**config.mk**
```make
export PLATFORM = sky130hd
export DESIGN_NAME = sem_gradient
export DESIGN_NICKNAME = d
export VERILOG_FILES = /design/src/design/sem_pkg.sv /design/src/design/sem_gradient.sv
export SDC_FILE = /design/constraint.sdc
export NUM_CORES = 1
export LEC_CHECK = 0
export ABC_AREA = 1
export ABC_CLOCK_PERIOD_IN_PS = 3480
export BUFFER_PORTS_ARGS = -buffer_cell sky130_fd_sc_hd__buf_2
export CAP_MARGIN = 20
export CORE_AREA = 2 2 112 114
export CTS_BUF_LIST = sky130_fd_sc_hd__clkbuf_16
export CTS_CLUSTER_DIAMETER = 60
export DETAILED_ROUTE_END_ITERATION = 8
export DIE_AREA = 0 0 114 116
export HOLD_SLACK_MARGIN = 0.02
export PLACE_DENSITY = 0.63
export SLEW_MARGIN = 20
export SYNTH_ARGS = -nofsm -noshare
export SYNTH_HDL_FRONTEND = slang
export SYNTH_SLANG_ARGS = --single-unit
```
**constraint.sdc**
```tcl
create_clock -name clock -period 3.48 [get_ports clock]
set_input_delay 0.348 -clock clock [delete_from_list [all_inputs] [get_ports clock]]
set_output_delay 0.348 -clock clock [all_outputs]
set_load 0.03 [all_outputs]
```
**src/design/sem_pkg.sv**
```systemverilog
// ----------------------------------------------------------------------------
// sem_pkg
// Shared widths, constants and types for the sobel edge magnitude unit.
// ----------------------------------------------------------------------------
package sem_pkg;

   // image geometry
   localparam int MAX_WIDTH   = 1024;
   localparam int MIN_WIDTH   = 3;
   localparam int COL_W       = $clog2(MAX_WIDTH);
   localparam int WID_W       = $clog2(MAX_WIDTH + 1);

   // configuration register
   localparam int CFG_W       = 11;
   localparam int WIDTH_RESET = 640;

   // pixel and gradient widths
   localparam int PIX_W       = 8;
   localparam int SUM_W       = PIX_W + 2;
   localparam int GRAD_W      = SUM_W + 1;
   localparam int ABS_W       = SUM_W;
   localparam int SAT_LIMIT   = 255;

   // result queue
   localparam int QUEUE_DEPTH = 4;
   localparam int QPTR_W      = $clog2(QUEUE_DEPTH);
   localparam int QCNT_W      = $clog2(QUEUE_DEPTH + 1);

   // one line store entry: the two rows above the current one
   typedef struct packed {
      logic [PIX_W-1:0] upper;
      logic [PIX_W-1:0] middle;
   } line_word_type;

   // one window column, top to bottom
   typedef struct packed {
      logic [PIX_W-1:0] top;
      logic [PIX_W-1:0] mid;
      logic [PIX_W-1:0] bot;
   } column_type;

   // control carried with a beat down the pipeline
   typedef struct packed {
      logic valid;
      logic produce;
   } stage_ctl_type;

endpackage

```
**src/design/sem_gradient.sv**
```systemverilog
// ----------------------------------------------------------------------------
// sem_gradient
// Window column registers and the vertical and horizontal sobel terms,
// registered for the magnitude stage.
// ----------------------------------------------------------------------------
module sem_gradient
   import sem_pkg::*;
(
   input  logic                        clock,
   input  logic                        reset,
   input  stage_ctl_type               s1_ctl,
   input  column_type                  cur_col,
   output logic                        grad_valid_ff,
   output logic signed [GRAD_W-1:0]    vert_ff,
   output logic signed [GRAD_W-1:0]    horz_ff
);

   column_type left_ff, left_in;
   column_type centre_ff, centre_in;
   logic [SUM_W-1:0] sum_top, sum_bot, sum_left, sum_right;
   logic signed [GRAD_W-1:0] vert_in, horz_in;
   logic grad_valid_in;

   // weighted 1,2,1 sums over the window edges
   always_comb begin
      sum_top   = SUM_W'(left_ff.top) + {1'b0, centre_ff.top, 1'b0} + SUM_W'(cur_col.top);
      sum_bot   = SUM_W'(left_ff.bot) + {1'b0, centre_ff.bot, 1'b0} + SUM_W'(cur_col.bot);
      sum_left  = SUM_W'(left_ff.top) + {1'b0, left_ff.mid, 1'b0} + SUM_W'(left_ff.bot);
      sum_right = SUM_W'(cur_col.top) + {1'b0, cur_col.mid, 1'b0} + SUM_W'(cur_col.bot);
      vert_in   = $signed({1'b0, sum_top}) - $signed({1'b0, sum_bot});
      horz_in   = $signed({1'b0, sum_left}) - $signed({1'b0, sum_right});
   end

   // window shift on every beat
   always_comb begin
      left_in       = left_ff;
      centre_in     = centre_ff;
      grad_valid_in = s1_ctl.valid && s1_ctl.produce;
      if (s1_ctl.valid) begin
         left_in   = centre_ff;
         centre_in = cur_col;
      end
   end

   always_ff @(posedge clock) begin
      if (reset) begin
         left_ff       <= '0;
         centre_ff     <= '0;
         grad_valid_ff <= 1'b0;
      end else begin
         left_ff       <= left_in;
         centre_ff     <= centre_in;
         grad_valid_ff <= grad_valid_in;
      end
   end

   // gradient terms
   always_ff @(posedge clock) begin
      vert_ff <= vert_in;
      horz_ff <= horz_in;
   end

endmodule

```
==> flow_metrics.tcl <==
set metrics [dict create \
    grt_pass1_vias 3358 \
    hold_start "s1_ctl[0]" \
    crit_arrival_ps 3400 \
    rsz0062_at_grt "no" \
    r2r_start "left_ff[4]" \
    place_congestion 0.832 \
    worst_pin_slew_ps 956 \
    drive_above_1_share 0.114 \
    hp-class "primary input to register" \
    place_ws_ps 202 \
    coreArea_um2 11900 \
    worstPathMaxFanout 3 \
    fin_ws_ps 309 \
    htree_num_levels 3 \
    clock_latency_ps 340 \
    cts_resized 0 \
    timing_worst_setup_path_type "register to register" \
    clkSlewWorstSetupHoldPaths_ps 50 \
    setup_viol 0 \
    status "finished, final reports clean" \
    drt_iter0_drc 175 \
    port_buffers 50 \
    layout.nets 713 \
    async_reset_ff_frac 0 \
    grt_max_degree 50 \
    placed_area_um2 5070 \
    avgRoutedWirePerCell_um 11.5 \
    routed_wl_mm 8.64 \
    period_share 0.911 \
    startpoint "left_ff[4]" \
    power.leakage_nw 2.76 \
    syn-instance-count 552 \
    drtAntennaViolNets 0 \
    synth_area_leader_cell "dfxtp_1" \
    ys.flop_type "dfxtp_1" \
    rows 40 \
    synth_edf_count 0 \
    insertedDiodeCount 0 \
    vdd_ir_drop_max_uv 412 \
    num_vias 3379 \
    fin_crit_ps 3170 \
    power.total_mw 4.18 \
    grt_overflow 0 \
    cts_tree "done" \
    ctsHoldBuffers 0 \
    ys_seq_area_frac 0.300 \
    die_width_um 114 \
    synth_area_um2 4730 \
    vias_per_cell 4.50 \
    firstDrtPassIters 4 \
    dieArea_um2 13200 \
    synth_commonest_cells "155 x inv_1, 91 x nand2_1, 71 x dfxtp_1, 62 x fa_1, 51 x nor2_1" \
    hpwl_mm 6.78 \
    start_util 0.397 \
    slew_viol_final 0 \
    relSlewSlack 0.362 \
    grt_pass1_wl_mm 14.9 \
    crit_path_end_kind "register" \
    groute.usage.overall 0.145 \
    maxCapViolCount 0 \
    synth.avg_cell_area_um2 8.57 \
    yosysWarningCount 0 \
    die_h_um 116 \
    cts_inserted_buffers 9 \
    setup_tns_ps 0 \
    syn_nets 666 \
    hold_viol 0 \
    design_area_um2 5410 \
    ys_top_cells_by_area "dfxtp_1 30%, fa_1 26%, inv_1 12%" \
    synth_top_cell_area_share 0.300 \
    areaGrowthSynthToFinish_pct 14.3 \
    power_density_nw_per_um2 774 \
    cts_setup_buffers 0 \
    synth.distinct_cells 22 \
    io_pins 51 \
    cp.required_ps 3710 \
    skew_ps 3.51 \
    root_buffer "clkbuf_16" \
    ys_ff_latch 71 \
    clk_path_buf_depth 2 \
    antenna_found_initial 0 \
    critPathLaunchType "register" \
    clock-sinks 71 \
    drc 0 \
    post-route-util 0.454 \
    synth.most_common_cell "inv_1" \
    fmax_ghz 0.315 \
]
[kinds of logic (layout without fill, tap and decap cells)]
logic type | Yosys count | count (layout) | synth area share
flops | 71 | 71 | 0.300
fa+ha+maj | 86 | 86 | 0.326
buf+inv | 171 | 223 | 0.146
simple gates | 162 | 162 | 0.135
compound gates | 56 | 56 | 0.0809
xor+xnor | 6 | 6 | 0.0111
[critical path, cell delays in order (launching register included)]
cell and delay, ps:
dfxtp_1 380, inv_1 80, fa_1 490, fa_1 540, inv_1 50, fa_1 530, inv_1 40, ha_1 330
or2_2 310, nand3_1 150, nand2_1 70, nand2_1 60, nand2_1 50
[layout by cell type, fill, tap and decap left out]
cell type,n
inv_1,155
nand2_1,91
dfxtp_1,71
fa_1,62
nor2_1,51
buf_2,50
a211oi_1,37
ha_1,24
a21oi_1,17
nand3_1,15
clkbuf_16,9
xnor2_1,5
bufinv_16,3
or2_2,2
nand3b_1,2
clkinv_1,2
o21bai_1,1
nor3_1,1
xor2_1,1
inv_4,1
a211oi_2,1
clkinv_4,1
clkinv_2,1
buf_4,1
[path summary, 6_finish.rpt]
check	to	cells after the start	slack, ps
setup / recovery	vert_ff[9]	12	310
hold / removal	grad_valid_ff	3	230
setup reg to reg	vert_ff[9]	12	310
hold reg to reg	centre_ff[8]	2	460
[power by group]
part | switching, mW | internal (mW) | leakage (nW)
Sequential | 0.0502 | 1.00 | 0.591
Combinational | 1.32 | 0.769 | 2.00
Clock | 0.348 | 0.694 | 0.164
[state kept, by name, indices dropped and copies added (netlist names)]
name	count
centre_ff	24
vert_ff	11
left_ff	24
grad_valid_ff	1
horz_ff	11
[per-layer routing]
metal  track usage  share of wire
met2         0.241           0.49
met1         0.177           0.44
met4        0.0512          0.021
met5             0              0
met3        0.0476          0.050
[through the flow]
stage	instances	hold slack, ps
floorplan	552	440
global placement	735	448
detailed placement	735	461
CTS	751	214
global route	751	237
finish	751	226
[layout make-up]
type | count | area (um2)
well taps | 147 | 184
clock inverters | 7 | 111
fillers | 1187 | 6510
repair buffers | 51 | 258
clock buffers | 9 | 225
inverters | 156 | 588
multi-input cells | 310 | 2620
flip-flops and latches | 71 | 1420
(Power assumes the default switching activity.)
