**src/design/sem_pkg.sv**
```systemverilog
// ----------------------------------------------------------------------------
// sem_pkg
// Shared widths, constants and types for the sobel edge magnitude unit.
// ----------------------------------------------------------------------------
package sem_pkg;

   // image geometry
   localparam int MAX_WIDTH   = 1024;
   localparam int MIN_WIDTH   = 3;
   localparam int COL_W       = $clog2(MAX_WIDTH);
   localparam int WID_W       = $clog2(MAX_WIDTH + 1);

   // configuration register
   localparam int CFG_W       = 11;
   localparam int WIDTH_RESET = 640;

   // pixel and gradient widths
   localparam int PIX_W       = 8;
   localparam int SUM_W       = PIX_W + 2;
   localparam int GRAD_W      = SUM_W + 1;
   localparam int ABS_W       = SUM_W;
   localparam int SAT_LIMIT   = 255;

   // result queue
   localparam int QUEUE_DEPTH = 4;
   localparam int QPTR_W      = $clog2(QUEUE_DEPTH);
   localparam int QCNT_W      = $clog2(QUEUE_DEPTH + 1);

   // one line store entry: the two rows above the current one
   typedef struct packed {
      logic [PIX_W-1:0] upper;
      logic [PIX_W-1:0] middle;
   } line_word_type;

   // one window column, top to bottom
   typedef struct packed {
      logic [PIX_W-1:0] top;
      logic [PIX_W-1:0] mid;
      logic [PIX_W-1:0] bot;
   } column_type;

   // control carried with a beat down the pipeline
   typedef struct packed {
      logic valid;
      logic produce;
   } stage_ctl_type;

endpackage

```
**src/design/sem_out_queue.sv**
```systemverilog
// ----------------------------------------------------------------------------
// sem_out_queue
// Magnitude and saturation of the gradient terms, then a small result
// queue that decouples the pipeline from the result channel.
// ----------------------------------------------------------------------------
module sem_out_queue
   import sem_pkg::*;
(
   input  logic                        clock,
   input  logic                        reset,
   input  logic                        grad_valid,
   input  logic signed [GRAD_W-1:0]    vert,
   input  logic signed [GRAD_W-1:0]    horz,
   output logic [QCNT_W-1:0]           count_ff,
   output logic                        rsp_valid,
   input  logic                        rsp_ready,
   output logic [PIX_W-1:0]            rsp_edge_value
);

   logic [PIX_W-1:0] q_ff [QUEUE_DEPTH];
   logic [QPTR_W-1:0] wr_ptr_ff, wr_ptr_in;
   logic [QPTR_W-1:0] rd_ptr_ff, rd_ptr_in;
   logic [QCNT_W-1:0] count_in;
   logic [ABS_W-1:0] vert_abs, horz_abs;
   logic [ABS_W:0] mag_sum;
   logic [PIX_W-1:0] mag_sat;
   logic push, pop;

   // absolute values, sum and clamp
   always_comb begin
      vert_abs = vert[GRAD_W-1] ? ABS_W'(-vert) : ABS_W'(vert);
      horz_abs = horz[GRAD_W-1] ? ABS_W'(-horz) : ABS_W'(horz);
      mag_sum  = (ABS_W+1)'(vert_abs) + (ABS_W+1)'(horz_abs);
      if (32'(mag_sum) > SAT_LIMIT) begin
         mag_sat = PIX_W'(SAT_LIMIT);
      end else begin
         mag_sat = PIX_W'(mag_sum);
      end
   end

   // queue pointers and fill count
   assign push      = grad_valid;
   assign pop       = rsp_valid && rsp_ready;
   assign wr_ptr_in = push ? wr_ptr_ff + 1'b1 : wr_ptr_ff;
   assign rd_ptr_in = pop ? rd_ptr_ff + 1'b1 : rd_ptr_ff;

   always_comb begin
      count_in = count_ff;
      if (push && !pop) begin
         count_in = count_ff + 1'b1;
      end else if (pop && !push) begin
         count_in = count_ff - 1'b1;
      end
   end

   always_ff @(posedge clock) begin
      if (reset) begin
         wr_ptr_ff <= '0;
         rd_ptr_ff <= '0;
         count_ff  <= '0;
      end else begin
         wr_ptr_ff <= wr_ptr_in;
         rd_ptr_ff <= rd_ptr_in;
         count_ff  <= count_in;
      end
   end

   // queue storage
   always_ff @(posedge clock) begin
      if (push) begin
         q_ff[wr_ptr_ff] <= mag_sat;
      end
   end

   // head of queue drives the result channel
   assign rsp_valid      = (count_ff != '0);
   assign rsp_edge_value = q_ff[rd_ptr_ff];

endmodule

```
**config.mk**
```make
export PLATFORM = sky130hd
export DESIGN_NAME = sem_out_queue
export DESIGN_NICKNAME = d
export VERILOG_FILES = /design/src/design/sem_pkg.sv /design/src/design/sem_out_queue.sv
export SDC_FILE = /design/constraint.sdc
export NUM_CORES = 1
export LEC_CHECK = 0
export ABC_AREA = 1
export BUFFER_PORTS_ARGS = -buffer_cell sky130_fd_sc_hd__buf_4
export CAP_MARGIN = 20
export CORE_MARGIN = 2
export CORE_UTILIZATION = 40
export CTS_BUF_LIST = sky130_fd_sc_hd__clkbuf_16
export DETAILED_ROUTE_END_ITERATION = 8
export PLACE_DENSITY = 0.55
export SETUP_SLACK_MARGIN = 0.1
export SLEW_MARGIN = 20
export SYNTH_ARGS = -nofsm -noshare
export SYNTH_HDL_FRONTEND = slang
export SYNTH_SLANG_ARGS = --single-unit
```
**constraint.sdc**
```tcl
create_clock -name clock -period 4.1 [get_ports clock]
set_input_delay 0.41 -clock clock [delete_from_list [all_inputs] [get_ports clock]]
set_output_delay 0.41 -clock clock [all_outputs]
set_load 0.005 [all_outputs]
```
==> metrics.txt <==
outcome complete, no violations; GRT overflow 0; DRT iter0 DRCs between 100 and 150; vias per std cell 4.78; Die Span Y about 86 µm; CP Capture Type flop; Sink Count 41; Fin Setup TNS 0 ps; Top Ports 38; synthesized net count 363; Power Dens Cells between 400 and 500 mW/mm²; worst reg2reg startpoint count_ff[0]$_SDFFE_PP0P_; CTS max path bufs 2; Worst Path Required between 4000 and 5000 ps; Final period util 65.6%; Ys Warns 0; CTS buffer count 5; first-pass GRT wire length 9180 µm; # DRC 0; Fmax 372 MHz; count of nets left with antenna violations after detail routing 0; Horiz. Die Dim between 80 and 90 µm; fin util 49.8%; Initial Util about two fifths; multi-input logic area roughly 0.0013 mm²; Final nets between 400 and 500; final worst path period need ~2700 ps; fraction of layout cells with a size suffix above 1 between 15 and 20%; placed cell areas 0.00301 mm²; Clock Pin Slew Worst Setup and Hold Paths roughly 60 ps; WP data arrival 2670 ps; worst-path maximum fanout 8; register area about 0.0011 mm²; final setup vio count 0; post-synthesis register bit count 41; reg2reg setup slack 2340 ps; slew margin rel. about three fifths; area of the die roughly 0.0073 mm²; TritonRoute pass-1 iters 6; Post-Syn Area between 0.002 and 0.003 mm²; Post-CTS Resized 0; via count about 2100; Syn Inst Count ~320; # diodes 0; fillcell total 634; Clock Skew roughly 2.5 ps; Syn Area/Cell 8.37 µm²; clock root buffer clkbuf_16; vias in the first global route around 2000; H-tree levels 2; max-slew violation count 0; CTS tree yes; post-CTS setup buffers 0; synth unique cells 28; HP Class input port to flop; hold_buf cts 0; Final Wtd Congestion between 0.7 and 0.8; gr usage total 15.6%; Final Hold Fails 0; WL/cell 12.0 µm; Max Cap Violations 0; Max VDD drop about 250 µV; initial antenna violation count 0; sequential fraction of the synthesis area between 40 and 50%; crit path launch type input port; largest net degree at the start of global routing 18; Crit. Startpoint vert[1]; final WL roughly 5200 µm; Pwr Total around 1.5 mW; min-delay src reset; Pleak approximately 1.5 nW; core area roughly 0.0064 mm²; PortBufs 37; latest clock arrival within the worst-skew pair between 200 and 300 ps; RSZ-0062 raised after global routing false; area grow syn2layout 19.5%; Worst Tran Pin Value 588 ps; design area approximately 0.0032 mm²; Worst Path Class, Setup input port to flop; Cell Rows 29; DP HPWL ~4100 µm
## final cells by class
| class | instances | area share, % |
|---|---|---|
| multi-input combinational | 220 | 41.0 |
| clock buffer | 5 | 3.93 |
| sequential | 41 | 35.9 |
| clock inverter | 3 | 1.30 |
| tap | 77 | 3.03 |
| inverter | 52 | 6.14 |
| timing repair buffer | 37 | 8.73 |
## Yosys cell counts, drive strengths merged
| cell | count | share of area, % |
|---|---|---|
| a211oi | 2 | 0.56 |
| a21oi | 7 | 1.6 |
| nor2 | 37 | 6.1 |
| inv | 52 | 7.3 |
| clkbuf | 2 | 0.28 |
| a31oi | 1 | 0.24 |
| fa | 2 | 1.5 |
| nand4 | 4 | 1.4 |
| o21a | 1 | 0.28 |
| xor2 | 12 | 3.9 |
| edfxtp | 32 | 36 |
| nor3 | 1 | 0.19 |
| o21ai | 25 | 4.7 |
| dfxtp | 9 | 6.8 |
| buf | 3 | 0.56 |
| o22ai | 8 | 1.9 |
| nand2 | 69 | 10 |
| nor3b | 3 | 0.85 |
| nand3 | 23 | 4.7 |
| ha | 17 | 8.0 |
| xnor2 | 8 | 2.6 |
## metrics by stage
stage / std cells / hold slack [ps] / setup WS, ps
6_report: 435 / 370 / 1410
5_1_grt: 435 / 375 / 1140
4_1_cts: 435 / 360 / 1400
3_5_place_dp: 427 / 499 / 1160
3_3_place_gp: 427 / 498 / 1210
2_1_floorplan: 318 / 473 / 1620
## sequential cells by signal, summed over array words and instances (netlist names), named ones only
register   cells
q_ff          32
count_ff       3
rd_ptr_ff      2
wr_ptr_ff      2
## path summary, 6_finish.rpt
kind / endpoint / cells past startpoint
worst min-delay path: wr_ptr_ff[0]$_SDFFE_PP0P_ / 2
worst max-delay path: q_ff[2][1]$_DFFE_PP_ / 17
worst min register to register: wr_ptr_ff[0]$_SDFFE_PP0P_ / 2
worst max register to register: count_ff[2]$_SDFFE_PP0P_ / 10
## where the power goes
part,total [mW],internal [mW],switching (mW),leakage (nW)
combinational,0.537,0.233,0.304,1.02
sequential,0.553,0.512,0.0409,0.359
clock,0.432,0.285,0.148,0.0775
total,1.52,1.03,0.492,1.45
## metal layers
metal | vias up | routed length, µm | GRT usage (%)
li1 | 1123 | - | -
met1 | 917 | 2420 | 19.9
met2 | 38 | 2610 | 28.0
met3 | 2 | 170 | 2.41
met4 | 0 | 35 | 3.46
met5 | - | 0 | 0
## cell families after synthesis
family          count (synthesis)  share of synthesized area (%)
compound gates                 44                           9.26
simple gates                  137                           23.6
fa+ha+maj                      19                           9.49
flops                          41                           42.9
xor+xnor                       20                           6.58
buf+inv                        57                           8.18
## cell usage in the layout, fill, tap and decap left out, types with 2 or more instances in the layout
master     synthesis  routed
buf_4              0      37
nand4_1            2       2
dfxtp_1            9       9
xor2_1            12      12
nor2_2             3       3
nand4_2            2       2
nor2_1            33      33
fa_1               2       2
edfxtp_1          32      32
nand2_2            7       7
a21oi_1            5       5
inv_2              3       3
inv_1             49      49
nand2_1           62      62
ha_1              17      17
nand3_2            2       2
o22ai_1            8       8
xnor2_1            8       8
nand3_1           21      21
o21ai_0           25      25
a21oi_2            2       2
clkbuf_16          0       5
nor3b_1            3       3
a211oi_1           2       2
## critical path: stages
cell     delay [ps]
buf_4           100
inv_1            80
ha_1            170
nand3_1         100
nor2_1           90
nand2_1          70
o21ai_0         180
xor2_1          210
ha_1            320
nand2_2         120
inv_1            40
a21oi_1         230
nand3_1         130
nand2_1          90
nand2_2          50
inv_2           120
nand3_1         170
Power figures use the tool's default switching activity.
